`src/rtl/fra_div_cell.sv`:
```
// ----------------------------------------------------------------------------
// fra_div_cell
// One quotient bit of two restoring dividers sharing a divisor.
// ----------------------------------------------------------------------------
module fra_div_cell #(
    parameter int N_W    = 29,
    parameter int D_W    = 16,
    parameter int SIDE_W = 8
) (
    input  logic              clk,
    input  logic              rst_n,
    input  logic              valid_in,
    input  logic [D_W-1:0]    divisor,
    input  logic [N_W-1:0]    num_x_in,
    input  logic [N_W-1:0]    num_y_in,
    input  logic [D_W:0]      rem_x_in,
    input  logic [D_W:0]      rem_y_in,
    input  logic [SIDE_W-1:0] side_in,
    output logic              valid_out,
    output logic [N_W-1:0]    num_x_out,
    output logic [N_W-1:0]    num_y_out,
    output logic [D_W:0]      rem_x_out,
    output logic [D_W:0]      rem_y_out,
    output logic [SIDE_W-1:0] side_out
);

    logic              valid_reg;
    logic [N_W-1:0]    num_x_reg, num_x_next, num_y_reg, num_y_next;
    logic [D_W:0]      rem_x_reg, rem_x_next, rem_y_reg, rem_y_next;
    logic [SIDE_W-1:0] side_reg;
    logic [D_W:0]      cur_x, cur_y, dext;
    logic              ge_x, ge_y;

    always_comb
    begin
        dext  = {1'b0, divisor};
        cur_x = {rem_x_in[D_W-1:0], num_x_in[N_W-1]};
        cur_y = {rem_y_in[D_W-1:0], num_y_in[N_W-1]};
        ge_x  = (cur_x >= dext);
        ge_y  = (cur_y >= dext);
        rem_x_next = ge_x ? (cur_x - dext) : cur_x;
        rem_y_next = ge_y ? (cur_y - dext) : cur_y;
        num_x_next = {num_x_in[N_W-2:0], ge_x};
        num_y_next = {num_y_in[N_W-2:0], ge_y};
    end

    always_ff @(posedge clk or negedge rst_n)
    begin
        if (!rst_n)
        begin
            valid_reg <= 1'b0;
        end
        else
        begin
            valid_reg <= valid_in;
        end
    end

    always_ff @(posedge clk)
    begin
        num_x_reg <= num_x_next;
        num_y_reg <= num_y_next;
        rem_x_reg <= rem_x_next;
        rem_y_reg <= rem_y_next;
        side_reg  <= side_in;
    end

    assign valid_out = valid_reg;
    assign num_x_out = num_x_reg;
    assign num_y_out = num_y_reg;
    assign rem_x_out = rem_x_reg;
    assign rem_y_out = rem_y_reg;
    assign side_out  = side_reg;

endmodule

```
`config.mk`:
```
export PLATFORM = sky130hd
export DESIGN_NAME = fra_div_cell
export DESIGN_NICKNAME = d
export VERILOG_FILES = /design/src/rtl/fra_div_cell.sv
export SDC_FILE = /design/constraint.sdc
export NUM_CORES = 1
export LEC_CHECK = 0
export BUFFER_PORTS_ARGS = -buffer_cell sky130_fd_sc_hd__buf_2
export CAP_MARGIN = 20
export CELL_PAD_IN_SITES_DETAIL_PLACEMENT = 1
export CELL_PAD_IN_SITES_GLOBAL_PLACEMENT = 1
export CORE_MARGIN = 5
export CORE_UTILIZATION = 32
export DETAILED_ROUTE_END_ITERATION = 16
export GPL_TIMING_DRIVEN = 0
export PLACE_DENSITY_LB_ADDON = 0.05
export SYNTH_ARGS = -nofsm -noshare
export SYNTH_HDL_FRONTEND = slang
export SYNTH_SLANG_ARGS = --single-unit
```
`constraint.sdc`:
```
create_clock -name clk -period 0.8 [get_ports clk]
set_clock_uncertainty 0.1 [all_clocks]
set_input_delay 0.16 -clock clk [delete_from_list [all_inputs] [get_ports clk]]
set_output_delay 0.16 -clock clk [all_outputs]
set_load 0.05 [all_outputs]
```
### After elaboration in Yosys (flattened, before gate mapping)

Cells that the tools add are included.

| storage, ports and cells | value |
|---|---|
| register bits | 101 |
| input port bits | 119 |
| output and inout bits | 101 |
| logic and storage cells | 12 |

| cells by class | value |
|---|---|
| add/subtract/negate cells | 2 |
| $lt $le $gt $ge | 2 |
| multiplexer cells | 2 |

Operator list:

| kind | number |
|---|---|
| $ge 17x16->1 | 2 |
| $mux 17 | 2 |
| $sub 17x16->17 | 2 |

### Logic depth before layout (Yosys ltp)

Gate-level depths: netlist of the first run.

| depth | value |
|---|---|
| depth in word-level cells | 2 |
| gate-level depth with buffers | 12 |
| gate-level depth less buffers | 10 |

### Least setup slack after synthesis of the first run

OpenSTA, ideal clock, no wires.

| timing | value |
|---|---|
| path type | input -> register |
| start | input divisor[2] |
| end | register rem_y_reg[10] (netlist: rem_y_out[10]) |
| setup time | 0.121 ns |
| arrival time | 2.090 ns |
| required time | 0.579 ns |
| path slack | -1.511 ns |
| cell stages on the path | 10 |
| buffers on the path | 1 |
| path through | inv_1 -> ha_1 -> a21oi_1 -> o21ai_2 -> a31oi_2 -> or4_1 -> nand3_2 -> a31oi_4 -> buf_6 -> mux2_4 |

| on the way | value |
|---|---|
| word-level cells in the longest chain between the ends | 2 |
| elaborated cells between the ends (all ways) | 3 |
| classes of those cells | add/sub: 1; order compare: 1; mux: 1 |

Ends and longest elaborated chain:

| what | line | source |
|---|---|---|
| from (decl) | 13 | `input logic [D_W-1:0] divisor,` |
| $sub 17x16->17 or $ge 17x16->1 (tied branches) | 42, 40 |  |
| $mux 17 * | 42 | `rem_y_next = ge_y ? (cur_y - dext) : cur_y;` |
| named net rem_y_next[10] | 29 | `logic [D_W:0] rem_x_reg, rem_x_next, rem_y_reg, rem_y_next;` |
| to (signal assigned) | 64 | `rem_y_reg <= rem_y_next;` |
| to (decl) | 29 |  |

The timed path passes the listed nets; every way through them passes the cells marked *.

### Worst setup path after layout of the first run

| timing | value |
|---|---|
| start | input divisor[13] |
| end | register rem_y_reg[15] (netlist: rem_y_out[15]) |

The elaborated chain is that of the path after synthesis.

==> results.toml, run 1 <==
[route]
ant_nets = 0
drcViolationCount = 0
via_per_inst = 5.17
dr.pass1.iters = 4
via_count = 4749
routed_wl_um = 25900
post_drt_wl_per_cell_um = 28.2
drt_iter0_drc = 361

[synthesis]
synthCells = 389
synth-edff-count = 0
synth_most_common_cell = "dfxtp_1"
synth_largest_area_cell = "dfxtp_1"
netlist.area_leader.share = 0.494
synthArstFlopShare = 0.00990
synth_nets = 542
synth_area_leaders = "dfxtp_1, ha_1, o21ai_0"
synth_area_per_cell_um2 = 10.4
ys_seq_area_frac = 0.500
synth_ff_type = "dfxtp_1"
synth.distinct_cells = 48
yosys_warnings = 0
syn-cell-area_mm2 = 0.00405
synthTopCellsByCount = "dfxtp_1, ha_1, nand2_1, o21ai_0, inv_1"
synth_seq_cells = 101

[grt]
grt_pass1_vias = 5051
grt_max_degree = 19
gr-total-overflow = 0
grt_pass1_wl_um = 29900
grt.total_usage = 0.271
antenna_found_initial = 1

[floorplanning]
start_util = 0.324
coreArea_mm2 = 0.0125
num_io_pins = 220
die-area_mm2 = 0.0150
die_h_um = 123
die_x_um = 123
rows = 41

[min_path]
hold_depth = 2
hold_path_class = "in -> reg"

[clocking]
clockBufferDepth = 2
ctsHoldBuffers = 71
htreeDepth = 3
cts.clk_slew.worst_paths_ns = 0.08
cts_buffers = 9
clock_sinks = 101
cts.root.buffer_cell = "clkbuf_16"
cts_tree = "done"

[timing]
hold_violations = 17
tightest_slew_ns = 0.537
rsz0062_at_grt = "true"
fin_setup_tns_ns = -74.54
layout_setup_ws_ns = -1.40
finalCritPeriodShare = 2.75
drv_slew = 0
slew_headroom = 0.642
setup_violations = 137
layout_min_cycle_time_ns = 2.20
clock.fmax_mhz = 455
timing.hold.ws_ns = -0.0399

[worst_setup_path]
crit_path_top_delay_cell = "nor3_2"
crit_path_max_fanout = 5
critPathCaptureType = "register"
worstPathRequired_ns = 0.95
crit_cells = 11
crit_chain = "buf_2, inv_1, ha_1, a21oi_2, nor2b_1, nor3_2, o31ai_4, a31oi_4, buf_6, buf_8, mux2_4"
crit_buf_inv = 4
start_kind = "primary input"
cp_slowest_stage_delay_ns = 0.34
critPathTopFamily = "compound AO/OA/AOI/OAI gates"
critPathArrivalTime_ns = 2.34
path_class = "in -> reg"

[power]
power_density_mw_per_mm2 = 2150
ir_worst_vdd_uv = 1520
leakagePower_nw = 3.89

[final_layout]
nets = 889
drive_gt1_frac = 0.698
syn2layout_area_growth_pct = 120
stdcell_count = 919
final_area_mm2 = 0.00891

[place]
io_buffers = 217
dp_hpwl_um = 10600
placed_cell_area_mm2 = 0.00579
gp_congestion = 0.876
dp_cells = 778

[status]
status = "finished with violations"
violations = "hold timing, setup timing"

[run]
drv_cap = 0
[power breakdown]
group          total [mW]  internal (mW)  switching [mW]
Clock                4.90           2.56            2.34
Sequential           6.16           5.71           0.452
Combinational        8.08           3.64            4.44
[cells in the final DEF, fill, tap and decap left out, types with 10 or more instances in the layout]
cell / synthesis / routed
a21oi_1: 22 / 12
buf_2: 2 / 103
buf_4: 0 / 37
buf_6: 1 / 26
buf_8: 0 / 98
clkbuf_16: 0 / 10
dfxtp_2: 0 / 100
dlygate4sd3_1: 0 / 71
ha_4: 0 / 26
nand2_1: 28 / 12
nor2_1: 22 / 19
o21ai_0: 28 / 11
xnor2_1: 14 / 14
xor2_1: 11 / 11
[sequential cells by signal, summed over array words and instances, names as in the netlist]
name and count:
valid_out 1, num_x_out 29, side_out 8, num_y_out 29, rem_y_out 17, rem_x_out 17
[cells by family after synthesis]
group | Yosys count | synth area share
AND/OR/NAND/NOR | 87 | 0.103
multiplexers | 18 | 0.0547
flip-flops | 101 | 0.500
buffers and inverters | 33 | 0.0330
adder cells (fa/ha/maj) | 34 | 0.109
AO/OA/AOI/OAI | 91 | 0.147
XOR/XNOR | 25 | 0.0540
[metal layers]
metal	wire, um	track usage	up-vias	part of all wire
met4	1550	0.116	0	0.060
met3	1780	0.0673	93	0.069
met2	13600	0.518	268	0.53
li1	-	-	2061	-
met5	0	0	-	0
met1	8970	0.277	2327	0.35
[worst paths after layout]
check | slack (ns) | startpoint | end
min in group asynchronous | -0.02 | rst_n | valid_out
max in group asynchronous | 0.52 | rst_n | valid_out
setup / recovery | -1.40 | divisor[13] | rem_y_out[15]
hold / removal | -0.04 | rem_x_in[13] | rem_x_out[14]
[per-stage QoR]
stage                     hold WS [ns]  setup slack, ns  power (mW)   util
after floorplan                 -0.236            -1.32        9.64      -
after global placement          -0.165            -1.76        10.9  0.463
final                          -0.0399            -1.40        19.1  0.712
after detailed placement        -0.164            -1.76        10.9  0.463
after global routing           -0.0477            -1.43        19.6  0.711
after CTS                      -0.0661            -1.22        17.8  0.684
[cell type report]
cell class                      instances  area [um^2]
Inverter                               26          153
Timing Repair Buffer                  338         3340
Buffer                                  5         93.8
Clock inverter                          5         66.3
Tap cell                              172          215
Multi-Input combinational cell        255         2640
Clock buffer                           11          243
Fill cell                            1252         3600
Sequential cell                       101         2150
Antenna cell                            6         15.0
[what timing repair did]
item                                   in CTS  in global routing
endpoints found under the hold margin      96                 19
resized for setup                         415                 62
pin swaps                                  23                 37
setup endpoints to repair                 137                137
setup buffers                              33                 15
gates cloned                                4                  0
No activity file was read; power rests on OpenSTA's default activity.
==> run 2: changes to the inputs <==
--- a/config.mk
+++ b/config.mk
@@ -14,6 +14,7 @@
 export DETAILED_ROUTE_END_ITERATION = 16
 export GPL_TIMING_DRIVEN = 0
 export PLACE_DENSITY_LB_ADDON = 0.05
+export SKIP_LAST_GASP = 1
 export SYNTH_ARGS = -nofsm -noshare
 export SYNTH_HDL_FRONTEND = slang
 export SYNTH_SLANG_ARGS = --single-unit
==> run 2 against run 1 <==
  * Core utilization shrank 0.88 points
  * Sequential share of layout area increased by 0.29 points
  * Clock power down 2%
  * Combinational power decreased by 3.1%
  * Non-clock buffer count up 3
  * Global-route usage shrank 0.87 points
  * Setup slack improved by 0.13 ns
  * Largest power group unchanged
  * Sequential cell count unchanged
  * Critical path depth is the same
  * The flow still finishes with violations (hold timing, setup timing)
  * Hold slack lost 0.0080 ns
  * Design area shrank 1.2%
  * Via count decreased by 2.9%
==> results.toml, run 2 (synthesis results as in run 1) <==
[run]
drv_cap = 0

[floorplanning]
die_h_um = 123
start_util = 0.324
die_x_um = 123
num_io_pins = 220
coreArea_mm2 = 0.0125
rows = 41
die-area_mm2 = 0.0150

[worst_setup_path]
worstPathRequired_ns = 0.97
start_kind = "primary input"
crit_path_max_fanout = 4
critPathArrivalTime_ns = 2.24
critPathCaptureType = "register"
path_class = "in -> reg"

[power]
leakagePower_nw = 3.85
power_frac_comb = 0.418
sw_frac_of_total = 0.368
ir_worst_vdd_uv = 1160
p_sw_mw = 6.89
clock_power_share = 0.256
p_int_mw = 11.8
power_density_mw_per_mm2 = 2130
p_seq_frac = 0.326

[place]
dp_cells = 778
io_buffers = 217
gp_congestion = 0.876
dp_hpwl_um = 10600
dpl_worst_slack_ns = -1.76

[timing]
tightest_slew_ns = 0.436
timing.hold.ws_ns = -0.0479
slew_headroom = 0.706
rsz0062_at_grt = "true"
finalCritPeriodShare = 2.59
layout_setup_ws_ns = -1.27
hold_violations = 12
clock.fmax_mhz = 483
layout_min_cycle_time_ns = 2.07
setup_violations = 137
drv_slew = 0

[final_layout]
nets = 892
final_common_cell = "buf_2"
n_antenna_cell = 0
fillers = 1274
syn2layout_area_growth_pct = 117
final_cell_mix = "buf_2, dfxtp_2, buf_8"
drive_gt1_frac = 0.694
post-route-util = 0.703
stdcell_count = 916

[status]
violations = "hold timing, setup timing"
status = "finished with violations"

[route]
via_count = 4611
post_drt_wl_per_cell_um = 25.0
drcViolationCount = 0
drt_iter0_drc = 229
via_per_inst = 5.03
routed_wl_um = 22900
ant_nets = 0
dr.pass1.iters = 4

[grt]
grt_max_degree = 19
antenna_found_initial = 1
gr-total-overflow = 0
grt.total_usage = 0.262
grt_pass1_vias = 4966
grt_pass1_wl_um = 29400

[clocking]
cts_tree = "done"
htreeDepth = 3
clock_sinks = 101
ctsHoldBuffers = 70
cts.root.buffer_cell = "clkbuf_16"
cts.clk_slew.worst_paths_ns = 0.07
cts_buffers = 9
clockBufferDepth = 2

[min_path]
hold_path_class = "in -> reg"
run 2: changes by cell type in the layout (fill, tap and decap cells not counted), sizes merged:
cell	delta
clkbuf	-1
diode	-6
buf	+5
dlygate4sd3	-1
run 2: power by group through the flow:
stage               Clock (mW)  Combinational (mW)  Sequential, mW
detailed placement           0                5.02            5.91
CTS                       4.66                7.07            6.04
global route              5.08                8.09            6.15
floorplan                    0                1.71            7.93
global placement             0                4.97            5.89
finish                    4.78                7.83            6.10
run 2: worst paths after layout:
kind / cells after the start / slack, ns / end / startpoint
worst min-delay path: 2 / -0.05 / rem_y_out[2] / rem_y_in[1]
max in group asynchronous: 2 / 0.47 / valid_out / rst_n
min in group asynchronous: 2 / 0.04 / valid_out / rst_n
worst max-delay path: 11 / -1.27 / rem_x_out[16] / divisor[9]
run 2: stage by stage:
step	hold slack (ns)	total power [mW]	setup TNS, ns	area [um^2]
after floorplan	-0.236	9.64	-39.74	4490
after detailed placement	-0.164	10.9	-57.35	5790
after CTS	-0.0678	17.8	-66.72	8470
final	-0.0479	18.7	-70.58	8800
after global routing	-0.0398	19.3	-74.07	8800
after global placement	-0.165	10.9	-56.67	5790
run 2: critical path, cell delays in order:
cell      delay (ns)
buf_2           0.10
inv_2           0.06
ha_1            0.37
a21oi_2         0.18
nor2_1          0.08
a211oi_2        0.24
o31ai_2         0.14
buf_4           0.17
and2_4          0.15
a2111o_1        0.44
mux2i_1         0.14
run 2: cell type report:
cell class                      count  area [um^2]  share of cell area
Timing Repair Buffer              343         3320               0.378
Sequential cell                   101         2150               0.244
Clock buffer                       11          243              0.0276
Tap cell                          172          215              0.0244
Buffer                              3         55.1             0.00625
Inverter                           26          148              0.0168
Multi-Input combinational cell    255         2600               0.295
Clock inverter                      5         66.3             0.00753
run 2: timing repair:
action	in CTS	in global routing
buffers inserted	33	20
endpoints found under the hold margin	96	15
pin swaps	21	38
gates resized for setup	392	60
endpoints found under the setup margin	137	137
cloned	4	0
run 2: layer usage:
layer / share of wire / vias to the layer above / global-route usage
met3: 0.069 / 49 / 0.0779
met4: 0.024 / 2 / 0.0658
met5: 0.00057 / - / 0
met2: 0.55 / 217 / 0.519
li1: - / 2053 / -
met1: 0.36 / 2290 / 0.265
==> run 3: changes to the inputs <==
--- a/config.mk
+++ b/config.mk
@@ -10,7 +10,8 @@
 export CELL_PAD_IN_SITES_DETAIL_PLACEMENT = 1
 export CELL_PAD_IN_SITES_GLOBAL_PLACEMENT = 1
 export CORE_MARGIN = 5
-export CORE_UTILIZATION = 32
+export CORE_UTILIZATION = 33
+export CTS_BUF_LIST = sky130_fd_sc_hd__clkbuf_8
 export DETAILED_ROUTE_END_ITERATION = 16
 export GPL_TIMING_DRIVEN = 0
 export PLACE_DENSITY_LB_ADDON = 0.05
==> run 3 against run 2 <==
  * The run still ends with hold timing, setup timing left
  * Maximum frequency fell by 2.3%
  * Clock-buffer cell count shrank 2
  * Final cell count fell by 2.0%
  * Sequential share of layout area fell by 0.062 points
  * Clock power shrank 21%
  * First-iteration DRC count rose by 110%
  * Via count up 7.2%
  * Critical path depth shrank 2
  * Design area rose by 0.31%
  * Sequential power increased by 1%
  * Largest power group unchanged
  * Highest routed layer unchanged
==> results.toml, run 3 (synthesis results as in run 1) <==
[timing]
clock.fmax_mhz = 472
layout_setup_ws_ns = -1.32
setup_violations = 137
tightest_slew_ns = 0.491
slew_headroom = 0.669
drv_slew = 0
finalCritPeriodShare = 2.65
hold_violations = 16
rsz0062_at_grt = "true"
timing.hold.ws_ns = -0.0973
layout_min_cycle_time_ns = 2.12

[grt]
grt.total_usage = 0.288
grt_max_degree = 19
gr-total-overflow = 0
grt_pass1_vias = 4969
grt_pass1_wl_um = 31600
antenna_found_initial = 6

[route]
drt_iter0_drc = 483
routed_wl_um = 27200
via_per_inst = 5.50
via_count = 4943
ant_nets = 0
post_drt_wl_per_cell_um = 30.3
drcViolationCount = 0
dr.pass1.iters = 5

[power]
ir_worst_vdd_uv = 1200
leakagePower_nw = 3.84
p_seq_frac = 0.340
p_int_mw = 10.9
clock_power_share = 0.207
p_sw_mw = 7.24
power_frac_comb = 0.453
power_density_mw_per_mm2 = 2050
sw_frac_of_total = 0.399
finalPower_mw = 18.1

[place]
dp_hpwl_um = 11400
gp_congestion = 0.799
io_buffers = 217
dpl_worst_slack_ns = -1.79
placed_cell_area_mm2 = 0.00576

[clocking]
cts.clk_slew.worst_paths_ns = 0.13
clock_sinks = 101
cts.root.buffer_cell = "clkbuf_8"
ctsHoldBuffers = 81
clockBufferDepth = 2
htreeDepth = 3
cts_tree = "done"
cts_buffers = 9

[worst_setup_path]
cpMostUsedCell = "a21o_1"
path_class = "in -> reg"
worstPathRequired_ns = 0.99
critPathArrivalTime_ns = 2.31
crit_path_max_fanout = 7
start_kind = "primary input"
crit_chain = "buf_2, inv_2, ha_4, a21o_1, a311o_1, a21o_1, a221o_1, xor2_1, mux2_4"
critPathTopFamily = "compound AO/OA/AOI/OAI gates"
crit_buf_inv = 2
critPathCaptureType = "register"
crit_path_top_delay_cell = "a221o_1"
cp_slowest_stage_delay_ns = 0.41

[floorplanning]
rows = 40
coreArea_mm2 = 0.0120
num_io_pins = 220
start_util = 0.337
die_x_um = 121
die_h_um = 121
die-area_mm2 = 0.0146

[min_path]
hold_path_class = "in -> reg"

[final_layout]
nets = 895
drive_gt1_frac = 0.687
syn2layout_area_growth_pct = 118
post-route-util = 0.735
final_cell_mix = "buf_2, dfxtp_2, buf_8"
final_common_cell = "buf_2"
final_area_mm2 = 0.00883

[status]
violations = "hold timing, setup timing"
status = "finished with violations"

[run]
drv_cap = 0
==> run 3: changes by cell type in the layout (fill, tap and decap cells not counted), sizes merged <==
| cell | delta |
|---|---|
| dlygate4sd3 | +11 |
| bufbuf | +1 |
| clkbuf | -3 |
| inv | +1 |
| buf | -8 |
| diode | +4 |
| clkinvlp | +1 |
==> run 3: path summary, 6_finish.rpt <==
kind / slack, ns / to / cells past startpoint / startpoint
min in group asynchronous: 0 / valid_out / 2 / rst_n
max in group asynchronous: 0.49 / valid_out / 2 / rst_n
worst min-delay path: -0.1 / rem_x_out[16] / 2 / rem_x_in[15]
worst max-delay path: -1.32 / rem_y_out[14] / 9 / divisor[9]
==> run 3: final cells by class <==
class                   instances  area, um^2
inverters                      26         153
clock buffers                   9         124
repair buffers                347        3460
clock inverters                 7        81.3
fillers                      1132        3180
well taps                     147         184
plain buffers                   2        35.0
diodes                          4        10.0
multi-input cells             255        2630
flip-flops and latches        101        2150
==> run 3: power groups by stage <==
stage	clock [mW]	sequential (mW)	combinational, mW
2_1_floorplan	0	7.93	1.71
3_3_place_gp	0	5.90	5.00
3_5_place_dp	0	5.92	5.06
4_1_cts	3.56	6.04	6.83
5_1_grt	3.91	6.21	8.42
6_report	3.76	6.16	8.22
==> run 3: timing repair <==
item / CTS / global route
pin swaps: 16 / 38
gates cloned: 2 / 1
setup endpoints to repair: 137 / 137
resized for setup: 340 / 123
setup buffers: 22 / 28
hold endpoints to repair: 99 / 18
==> run 3: metal layers <==
| layer | routed length, um | up-vias | global-route usage |
|---|---|---|---|
| li1 | - | 2074 | - |
| met1 | 9810 | 2441 | 0.331 |
| met2 | 13800 | 324 | 0.531 |
| met3 | 2230 | 98 | 0.0748 |
| met4 | 1290 | 6 | 0.0715 |
| met5 | 35 | - | 0 |
==> run 3: per-stage QoR <==
| step | TNS (ns) | hold WS (ns) | cells |
|---|---|---|---|
| CTS | -71.17 | -0.115 | 873 |
| detailed placement | -57.15 | -0.164 | 753 |
| global route | -79.66 | -0.0846 | 897 |
| finish | -77.10 | -0.0973 | 898 |
| floorplan | -39.74 | -0.236 | 389 |
| global placement | -56.08 | -0.166 | 753 |
